===== config.mk =====
export PLATFORM = sky130hd
export DESIGN_NAME = three_channel_interval_timer
export DESIGN_NICKNAME = d
export VERILOG_FILES = /design/src/design/tcit_pkg.sv /design/src/design/tcit_counter.sv /design/src/design/three_channel_interval_timer.sv
export SDC_FILE = /design/constraint.sdc
export NUM_CORES = 2
export LEC_CHECK = 0
export ABC_AREA = 0
export BUFFER_PORTS_ARGS = -buffer_cell sky130_fd_sc_hd__buf_2
export CAP_MARGIN = 10
export CORE_MARGIN = 5
export CORE_UTILIZATION = 40
export CTS_CLUSTER_SIZE = 40
export DETAILED_ROUTE_END_ITERATION = 12
export PLACE_DENSITY = 0.57
export REMOVE_ABC_BUFFERS = 1
export SLEW_MARGIN = 10
export SYNTH_ARGS = -nofsm -noshare
export SYNTH_HDL_FRONTEND = slang
export SYNTH_SLANG_ARGS = --single-unit

===== constraint.sdc =====
create_clock -name clock -period 27.8 [get_ports clock]
set_input_delay 1.39 -clock clock [delete_from_list [all_inputs] [get_ports clock]]
set_output_delay 1.39 -clock clock [all_outputs]
set_load 0.005 [all_outputs]

===== src/design/tcit_pkg.sv =====
`timescale 1ns / 1ps
`default_nettype none
package tcit_pkg;
   localparam logic [1:0] CMD_WRITE = 2'd0;
   localparam logic [1:0] CMD_READ  = 2'd1;
   localparam logic [1:0] CMD_TICK  = 2'd2;
   localparam logic [1:0] CMD_NONE  = 2'd3;

   localparam logic [1:0] ADDR_CTRL = 2'd0;
   localparam logic [1:0] ADDR_CNT2 = 2'd1;
   localparam logic [1:0] ADDR_CNT1 = 2'd2;
   localparam logic [1:0] ADDR_CNT0 = 2'd3;

   typedef struct packed {
      logic [16:0] count_now;
      logic [15:0] reload_word;
      logic [15:0] latched_word;
      logic        latch_full;
      logic [7:0]  low_byte_hold;
      logic [1:0]  access_mode;
      logic [2:0]  count_mode;
      logic        decimal_flag;
      logic        byte_toggle;
      logic        line_level;
      logic        armed_flag;
      logic        load_pending;
      logic        running_flag;
      logic [2:0]  hold_ticks;
   } counter_type;

   typedef struct packed {
      logic       tick;
      logic       ctrl_wr;
      logic       count_wr;
      logic       rd;
      logic [7:0] data;
   } op_type;

   localparam counter_type COUNTER_RESET = '{
      count_now: 17'd0, reload_word: 16'd0, latched_word: 16'd0, latch_full: 1'b1,
      low_byte_hold: 8'd0, access_mode: 2'd0, count_mode: 3'd0, decimal_flag: 1'b0,
      byte_toggle: 1'b0, line_level: 1'b0, armed_flag: 1'b0, load_pending: 1'b0,
      running_flag: 1'b0, hold_ticks: 3'd0};

   function automatic logic [15:0] bin_to_bcd(input logic [15:0] x);
      logic [15:0] r;
      logic [15:0] v;
      logic [15:0] q;
      r = '0;
      v = x;
      for (int i = 0; i < 4; i++) begin
         q = 16'((32'(v) * 32'd52429) >> 19);
         r[4*i +: 4] = 4'(v - 16'(q * 16'd10));
         v = q;
      end
      return r;
   endfunction

   function automatic logic [15:0] bcd_to_bin(input logic [15:0] x);
      logic [15:0] r;
      logic [3:0]  d;
      r = '0;
      for (int i = 3; i >= 0; i--) begin
         d = x[4*i +: 4];
         if (d > 4'd9) d = 4'd9;
         r = 16'(r * 16'd10) + 16'(d);
      end
      return r;
   endfunction
endpackage
`default_nettype wire


===== src/design/tcit_counter.sv =====
`timescale 1ns / 1ps
`default_nettype none
module tcit_counter (
   input  wire tcit_pkg::counter_type cur,
   input  wire tcit_pkg::op_type      op,
   output tcit_pkg::counter_type      nxt,
   output logic [7:0]                 rdata
);
   tcit_pkg::counter_type t;
   logic signed [18:0] v, rl, span, prev_v, d;
   logic [2:0]  m;
   logic [15:0] rv, wv;
   logic        done;

   always_comb begin
      t = cur;
      rdata = 8'd0;
      done = 1'b0;
      v = 19'(cur.count_now);
      rl = 19'(cur.reload_word);
      span = cur.decimal_flag ? 19'sd10000 : 19'sd65536;
      prev_v = '0;
      d = 19'sd2;
      m = op.data[3:1];
      rv = '0;
      wv = '0;
      if (op.tick || op.ctrl_wr) begin
         if (t.hold_ticks != 3'd0) begin
            t.hold_ticks = t.hold_ticks - 3'd1;
         end else if (t.running_flag || t.load_pending) begin
            unique case (t.count_mode)
               3'd0: begin
                  if (t.load_pending) begin
                     v = rl;
                     t.running_flag = 1'b1;
                     t.armed_flag = 1'b1;
                     t.line_level = 1'b0;
                  end
                  prev_v = v;
                  v = v - 19'sd1;
                  if (v <= 0) begin
                     if (t.armed_flag && prev_v != 0) begin
                        t.line_level = 1'b1;
                        t.armed_flag = 1'b0;
                     end
                     v = v + span;
                  end
               end
               3'd1: begin
                  t.running_flag = 1'b1;
                  v = v - 19'sd1;
                  if (v <= 0) v = v + ((rl == 0) ? span : rl + 19'sd1);
               end
               3'd2, 3'd3: begin
                  if (!t.running_flag) begin
                     v = rl;
                     t.running_flag = 1'b1;
                  end
                  if (t.count_mode == 3'd2) begin
                     v = v - 19'sd1;
                     if (v <= 0) v = v + ((rl == 0) ? span : rl);
                  end else begin
                     if (v == rl && v[0]) d = t.line_level ? 19'sd1 : 19'sd3;
                     v = v - d;
                     if (v <= 0) begin
                        t.line_level = ~t.line_level;
                        v = v + ((rl == 0) ? span : rl);
                     end
                  end
               end
               default: ;
            endcase
            if (v < 0) v = '0;
            t.count_now = v[16:0];
            t.load_pending = 1'b0;
         end
      end
      if (op.ctrl_wr) begin
         t.hold_ticks = 3'd1;
         if (op.data[5:4] == 2'd0) begin
            t.latched_word = t.count_now[15:0];
            t.latch_full = 1'b1;
         end else begin
            t.decimal_flag = op.data[0];
            if (m[1]) m = {1'b0, m[1:0]};
            t.count_mode = m;
            if (m == 3'd0) begin
               t.line_level = 1'b0;
               t.armed_flag = 1'b1;
            end else begin
               t.line_level = 1'b1;
               if (m == 3'd1) t.armed_flag = 1'b1;
            end
            t.running_flag = 1'b0;
            t.load_pending = 1'b0;
            t.access_mode = op.data[5:4];
            t.byte_toggle = 1'b0;
         end
      end
      if (op.count_wr) begin
         unique case (t.access_mode)
            2'd3: begin
               if (!t.byte_toggle) begin
                  t.low_byte_hold = op.data;
                  t.byte_toggle = 1'b1;
               end else begin
                  wv = {op.data, t.low_byte_hold};
                  t.byte_toggle = 1'b0;
                  done = 1'b1;
               end
            end
            2'd1: begin
               wv = {8'd0, op.data};
               done = 1'b1;
            end
            2'd2: begin
               wv = {op.data, 8'd0};
               t.count_now = {1'b0, wv};
               done = 1'b1;
            end
            default: ;
         endcase
         if (done) begin
            t.load_pending = 1'b1;
            t.reload_word = t.decimal_flag ? tcit_pkg::bcd_to_bin(wv) : wv;
            if (t.count_mode == 3'd0) t.hold_ticks = 3'd3;
            else if (t.count_mode <= 3'd3) begin
               if (!t.running_flag) t.hold_ticks = 3'd3;
            end else t.hold_ticks = 3'd4;
         end
      end
      if (op.rd && t.access_mode != 2'd0) begin
         rv = t.latch_full ? t.latched_word : t.count_now[15:0];
         if (t.decimal_flag) rv = tcit_pkg::bin_to_bcd(rv);
         unique case (t.access_mode)
            2'd1: begin
               t.latch_full = 1'b0;
               rdata = rv[7:0];
            end
            2'd2: begin
               t.latch_full = 1'b0;
               rdata = rv[15:8];
            end
            default: begin
               if (!t.byte_toggle) begin
                  t.byte_toggle = 1'b1;
                  rdata = rv[7:0];
               end else begin
                  t.latch_full = 1'b0;
                  t.byte_toggle = 1'b0;
                  rdata = rv[15:8];
               end
            end
         endcase
      end
      nxt = t;
   end
endmodule
`default_nettype wire


===== src/design/three_channel_interval_timer.sv =====
`timescale 1ns / 1ps
`default_nettype none
// Channel  Direction  Ports
// req      in         req_valid, req_ready, req_cmd, req_addr, req_wdata
// rsp      out        rsp_valid, rsp_ready, rsp_rdata, rsp_out_zero, rsp_out_one, rsp_out_two
// One transaction is taken per cycle while req_ready is high; its result appears next cycle.
// The counter update is one pass of combinational logic per counter.
// Reset clears all counters; latch_full comes out of reset set.
// A result held by a stalled rsp channel stops req only when it cannot move.
module three_channel_interval_timer #(
   parameter int NUM_COUNTERS = 3
) (
   input  wire        clock,
   input  wire        reset,
   input  wire        req_valid,
   output logic       req_ready,
   input  wire  [1:0] req_cmd,
   input  wire  [1:0] req_addr,
   input  wire  [7:0] req_wdata,
   output logic       rsp_valid,
   input  wire        rsp_ready,
   output logic [7:0] rsp_rdata,
   output logic       rsp_out_zero,
   output logic       rsp_out_one,
   output logic       rsp_out_two
);
   tcit_pkg::counter_type cnt_ff [3];
   tcit_pkg::counter_type cnt_in [3];
   tcit_pkg::op_type      op     [3];
   logic [7:0] rd        [3];
   logic [7:0] ctrl_ff;
   logic [7:0] rdata_ff, rdata_in;
   logic       valid_ff;
   logic       take;

   assign req_ready = !valid_ff || rsp_ready;
   assign take = req_valid && req_ready;

   for (genvar c = 0; c < 3; c++) begin : g_cnt
      always_comb begin
         op[c].tick = take && req_cmd == tcit_pkg::CMD_TICK && c < NUM_COUNTERS;
         op[c].ctrl_wr = take && req_cmd == tcit_pkg::CMD_WRITE
                         && req_addr == tcit_pkg::ADDR_CTRL
                         && req_wdata[7:6] == 2'(c) && c < NUM_COUNTERS;
         op[c].count_wr = take && req_cmd == tcit_pkg::CMD_WRITE
                          && req_addr == 2'(3 - c) && c < NUM_COUNTERS;
         op[c].rd = take && req_cmd == tcit_pkg::CMD_READ
                    && req_addr == 2'(3 - c) && c < NUM_COUNTERS;
         op[c].data = req_wdata;
      end
      tcit_counter u_cnt (.cur(cnt_ff[c]), .op(op[c]), .nxt(cnt_in[c]), .rdata(rd[c]));
      always_ff @(posedge clock) begin
         if (reset) cnt_ff[c] <= tcit_pkg::COUNTER_RESET;
         else cnt_ff[c] <= cnt_in[c];
      end
   end

   always_comb begin
      rdata_in = rd[0] | rd[1] | rd[2];
      if (req_cmd == tcit_pkg::CMD_READ && req_addr == tcit_pkg::ADDR_CTRL) rdata_in = ctrl_ff;
   end

   always_ff @(posedge clock) begin
      if (reset) begin
         valid_ff <= 1'b0;
         ctrl_ff <= 8'd0;
      end else begin
         if (take) valid_ff <= 1'b1;
         else if (rsp_ready) valid_ff <= 1'b0;
         if (take && req_cmd == tcit_pkg::CMD_WRITE && req_addr == tcit_pkg::ADDR_CTRL)
            ctrl_ff <= req_wdata;
      end
      if (take) rdata_ff <= rdata_in;
   end

   assign rsp_valid = valid_ff;
   assign rsp_rdata = rdata_ff;
   assign rsp_out_zero = cnt_ff[0].line_level;
   assign rsp_out_one = cnt_ff[1].line_level;
   assign rsp_out_two = cnt_ff[2].line_level;

   a_stall_hold: assert property (@(posedge clock) disable iff (reset)
      rsp_valid && !rsp_ready |=> rsp_valid && $stable(rsp_rdata))
      else $error("result changed while stalled");
   a_no_take_stalled: assert property (@(posedge clock) disable iff (reset)
      rsp_valid && !rsp_ready |-> !req_ready)
      else $error("request taken while result stalled");
   a_idle_lines: assert property (@(posedge clock) disable iff (reset)
      !take |=> $stable(rsp_out_zero) && $stable(rsp_out_one) && $stable(rsp_out_two))
      else $error("output line moved without a transaction");
endmodule
`default_nettype wire


======== Word level (Yosys, flattened, before mapping) ========
Memories as Yosys holds them, arrays and structs flattened.
Cells that the tools add are included.
cells by class
  $add $sub $neg .......................... 51
  multiply operators ...................... 33
  divide/modulo/power cells ............... 0
  magnitude comparators ................... 30
  equality and inequality tests ........... 31
  shift operators ......................... 0
  multiplexer cells ....................... 320
  bitwise gates (word level) .............. 8
  reduce and logical (&&, ||, !) cells .... 67
operator list
  operator                                                         count
  two-way mux 19 bit                                               72
  two-way mux 17 bit                                               30
  two-way mux 16 bit                                               18
  two-way mux 72 bit                                               3
  less-or-equal comparator 19 x 1 -> 1 bit, second input constant  9
  one-hot mux 19 bit (3 select lines)                              3
  two-way mux 4 bit                                                42
  multiplier 10 x 16 -> 26 bit, second input constant              6
  adder 16 x 4 -> 16 bit                                           9
  one-hot mux 16 bit (3 select lines)                              3
  two-way mux 8 bit                                                16
  adder 19 bit                                                     6
  subtractor 19 x 2 -> 19 bit, second input constant               6
  two-way mux 33 bit                                               3
  multiplier 16 x 16 -> 32 bit, second input constant              3
  multiplier 16 x 3 -> 15 bit, second input constant               6
  nonzero test 32 bit                                              3
  multiplier 13 x 16 -> 29 bit, second input constant              3
  multiplier 13 x 3 -> 3 bit, second input constant                6
  two-way mux 3 bit                                                23
  multiplier 10 x 3 -> 3 bit, second input constant                6
  two-way mux 1 bit                                                59
  adder 18 x 19 -> 19 bit                                          3
  adder 19 x 18 -> 19 bit                                          3
  34 further kinds                                                 199
word-level totals
  register bits after elaboration ......... 17
  latch bits .............................. 0
  RAM bits ................................ 216
  bits in read-only memories .............. 0
  bits of input ports ..................... 16
  output and inout bits ................... 13
  memories kept ........................... 1
memory list
  memory  words  bits a word  read ports  clocked after Yosys merged registers in  wr ports  line                                source
  cnt_ff  3      72           3           0                                        3         three_channel_interval_timer.sv:27  tcit_pkg::counter_type cnt_ff [3];

======== Longest topological paths before layout ========
  word-level depth ........................ 58
  mapped depth ............................ 139
  gate-level depth less buffers ........... 135

======== By module ========
A second synthesis with hierarchy kept.
second synthesis, totals
  cells, all modules ...................... 8942
  area, all modules ....................... 72504.5 µm²
by module, submodules not included
  module                          times used  cells each  area an instance (µm²)
  tcit_counter at g_cnt[0].u_cnt  1           2841        22265.1
  tcit_counter at g_cnt[2].u_cnt  1           2774        21903.5
  tcit_counter at g_cnt[1].u_cnt  1           2778        21682.0
  three_channel_interval_timer    1           549         6653.9

======== Worst setup path after synthesis ========
No wires, ideal clock.
  path type ............................... reg2reg
  start ................................... memory cnt_ff[0][3] (netlist bit)
  end ..................................... register rdata_ff[7], in the netlist rsp_rdata[7] (data pin)
  library setup time ...................... 263 ps
  data arrival time ....................... 26805 ps
  data required time ...................... 27537 ps
  setup slack ............................. 732 ps
  cell stages (with the launch flop) ...... 127
  path buffers ............................ 6
  clock period less this slack ............ 27068 ps
  cells stage by stage .................... dfxtp_1 > buf_2 > buf_2 > buf_2 > clkinv_1 > a21boi_0 > inv_1 > o211a_1 > inv_1 > fa_1 > or4bb_1 > a222oi_1 > nand3_1 > xnor2_1 > or4b_2 > nor4b_2 > a21boi_1 > clkbuf_1 > [... 91 more ...] > a21o_1 > a211o_1 > a21oi_1 > o21bai_1 > a21oi_1 > nor2b_1 > o21ai_0 > nand2b_1 > maj3_1 > xor2_1 > ha_1 > inv_1 > fa_1 > xnor2_1 > xnor2_1 > xnor2_1 > nor2_1 > a2111o_1
RTL lines
  what                  line                                source
  start, declared       three_channel_interval_timer.sv:27
  end signal, assigned  three_channel_interval_timer.sv:73  if (take) rdata_ff <= rdata_in;
  end, declared         three_channel_interval_timer.sv:32  logic [7:0] rdata_ff, rdata_in;

==> flow_summary.json <==
{
  "status": "finished clean",
  "path_max_fanout": 7,
  "fin_ws_ns": 0.974,
  "final_util": 0.461,
  "fin_setup_tns_ns": 0,
  "dieWidth_um": 426,
  "drv_cap": 0,
  "wl_per_cell_um": 21.2,
  "via_per_inst": 5.58,
  "cts-hold-fix-buffers": 0,
  "drt_iter0_drc": 4890,
  "area_delta_synth_final_pct": 14.4,
  "layout.nets": 11100,
  "routed_wl_um": 244000,
  "slowest_stage": "fa_1",
  "crit_required_ns": 28.11,
  "synth-seq-area-share": 0.0684,
  "grt_max_degree": 85,
  "p_per_area_nw_per_um2": 10.1,
  "numCtsBuffers": 30,
  "dieHeight_um": 426,
  "dpl.cell_count": 11400,
  "cts_tree": "done",
  "relSlewSlack": 0.290,
  "clock_path_buffers": 3,
  "min_path_type": "register to register",
  "setup_viol": 0,
  "path_common_cell": "fa_1",
  "grt_usage": 0.260,
  "seq_area_um2": 4770,
  "first_pass_iters": 7,
  "p_leak_nw": 41.8,
  "worstMarginPinSlew_ns": 1.06,
  "synth_seq_cells": 233,
  "async_flop_share": 0,
  "startpoint_type": "register",
  "portBuffers": 28,
  "overflow": 0,
  "clock_latency_ns": 0.61,
  "clock_tree.htree_level_count": 1,
  "fmax_mhz": 37.3,
  "worst_setup_path_end_kind": "register",
  "rows": 152,
  "synth_area_um2": 69400,
  "drc": 0,
  "antenna_found_initial": 2,
  "num_io_pins": 29,
  "ys.flop_type": "dfxtp_1",
  "multi_input_area_um2": 60000,
  "fin_crit_sh": 0.965,
  "avgSynthCellArea_um2": 7.98,
  "grt_pass1_vias": 63700,
  "initial_utilization": 0.403,
  "dp_slack_ns": -0.453,
  "ir_drop_uv": 47.9,
  "final_cells": 11500,
  "arrival_ns": 27.13,
  "syn_inst": 8697,
  "hpwl_um": 204000,
  "yosysWarnings": 0,
  "clk_pin_slew_ns": 0.06,
  "fill_cells": 17100,
  "ant_nets": 0,
  "grt_pass1_wl_um": 375000,
  "dieArea_um2": 182000,
  "path_class": "register to register",
  "gp_congestion": 0.974,
  "cts.sinks": 233,
  "r2r_slack_ns": 0.97,
  "hold_viol_final": 0,
  "ys_types": 113,
  "drive_gt1_frac": 0.138,
  "clock_skew_ns": 0.0468,
  "slowest_delay_ns": 0.53,
  "core-area_um2": 172000,
  "clockRootBuffer": "clkbuf_16",
  "period_minus_slack_ns": 26.83,
  "synth-edff-count": 8,
  "vias": 64200,
  "slew_viol_final": 0
}
cell usage in the layout (no fill, tap or decap), drive strengths merged, types with 80 or more instances in the layout:
master	synthesis	routed
ha	1344	1344
nor2b	81	81
a21oi	523	523
inv	1314	1316
nor4	80	80
nor2	704	704
a21o	148	148
o21ai	291	291
fa	542	542
nand3	179	179
dfxtp	225	225
xnor2	464	464
nor3	218	218
nand2	557	557
xor2	210	210
buf	65	771
mux2i	159	159
metal layers:
layer | global-route usage | vias to the layer above | share of wire
met5 | 0 | - | 0
li1 | - | 30700 | -
met1 | 0.370 | 31000 | 0.46
met3 | 0.0254 | 398 | 0.062
met4 | 0.0648 | 0 | 0.031
met2 | 0.423 | 2124 | 0.45
critical path, delay by kind of cell, from the launching register on:
family / cells / cell delay (ns)
AOI/OAI and AO/OA: 55 / 9.79
buffers and inverters: 19 / 1.65
DFF: 1 / 0.35
adders and majority gates: 27 / 10.32
xor gates and xnor gates: 5 / 0.82
and+or+nand+nor: 25 / 3.62
what timing repair did:
action / in CTS / in global routing
resized for setup: 28 / 373
buffers inserted: 4 / 58
pin swaps: 9 / 211
endpoints found under the setup margin: 3 / 3
cloned: 2 / 0
registers in the layout, indices dropped and copies added (netlist names):
| register | count |
|---|---|
| ctrl_ff | 8 |
| cnt_ff | 216 |
| rsp_rdata | 8 |
| rsp_valid | 1 |
synth_stat cells, drive strengths merged (71+ instances only):
| cell | count | area share |
|---|---|---|
| ha | 1344 | 0.24 |
| inv | 1314 | 0.071 |
| nor2 | 704 | 0.038 |
| nand2 | 557 | 0.030 |
| fa | 542 | 0.16 |
| a21oi | 523 | 0.038 |
| xnor2 | 464 | 0.059 |
| o21ai | 291 | 0.021 |
| clkbuf | 280 | 0.015 |
| dfxtp | 225 | 0.065 |
| nor3 | 218 | 0.016 |
| xor2 | 210 | 0.027 |
| nand3 | 179 | 0.013 |
| mux2i | 159 | 0.023 |
| a21o | 148 | 0.016 |
| nor2b | 81 | 0.0073 |
| nor4 | 80 | 0.0081 |
| a31oi | 71 | 0.0064 |
| and2 | 71 | 0.0064 |
| o21bai | 71 | 0.0077 |
power by group:
group	internal, mW	switching (mW)	leakage, nW
Sequential	0.337	0.00116	1.90
Combinational	0.0230	0.0500	39.4
Clock	0.215	0.173	0.466
stage by stage:
stage	cell area (um2)	total power [mW]	hold slack, ns
after floorplan	68000	0.378	0.426
after global placement	76300	0.415	0.440
after detailed placement	76300	0.416	0.445
after CTS	77400	0.800	0.454
after global routing	79300	0.821	0.466
final	79300	0.799	0.455
cells by family after synthesis:
logic type | after synthesis | synth area share
flip-flops | 233 | 0.0684
AND/OR/NAND/NOR | 2335 | 0.164
other | 1 | 0.0000541
AO/OA/AOI/OAI | 1706 | 0.160
multiplexers | 192 | 0.0295
adder cells (fa/ha/maj) | 1890 | 0.399
buffers and inverters | 1661 | 0.0909
XOR/XNOR | 679 | 0.0868
path summary, 6_finish.rpt:
path                            depth (start not counted)          start             to
worst min-delay path                                    2  cnt_ff[1][18]  cnt_ff[1][18]
worst max register to register                        131  cnt_ff[0][50]   rsp_rdata[5]
worst max-delay path                                  131  cnt_ff[0][50]   rsp_rdata[5]
worst min register to register                          2  cnt_ff[1][18]  cnt_ff[1][18]
final cells by class:
| class | instances | share of cell area |
|---|---|---|
| Antenna cell | 3 | 0.0000946 |
| Sequential cell | 233 | 0.0601 |
| Timing Repair Buffer | 771 | 0.0726 |
| Tap cell | 2310 | 0.0364 |
| Clock inverter | 10 | 0.00118 |
| Multi-Input combinational cell | 6813 | 0.757 |
| Inverter | 1316 | 0.0623 |
| Clock buffer | 45 | 0.0108 |
No activity file was read; power rests on OpenSTA's default activity.
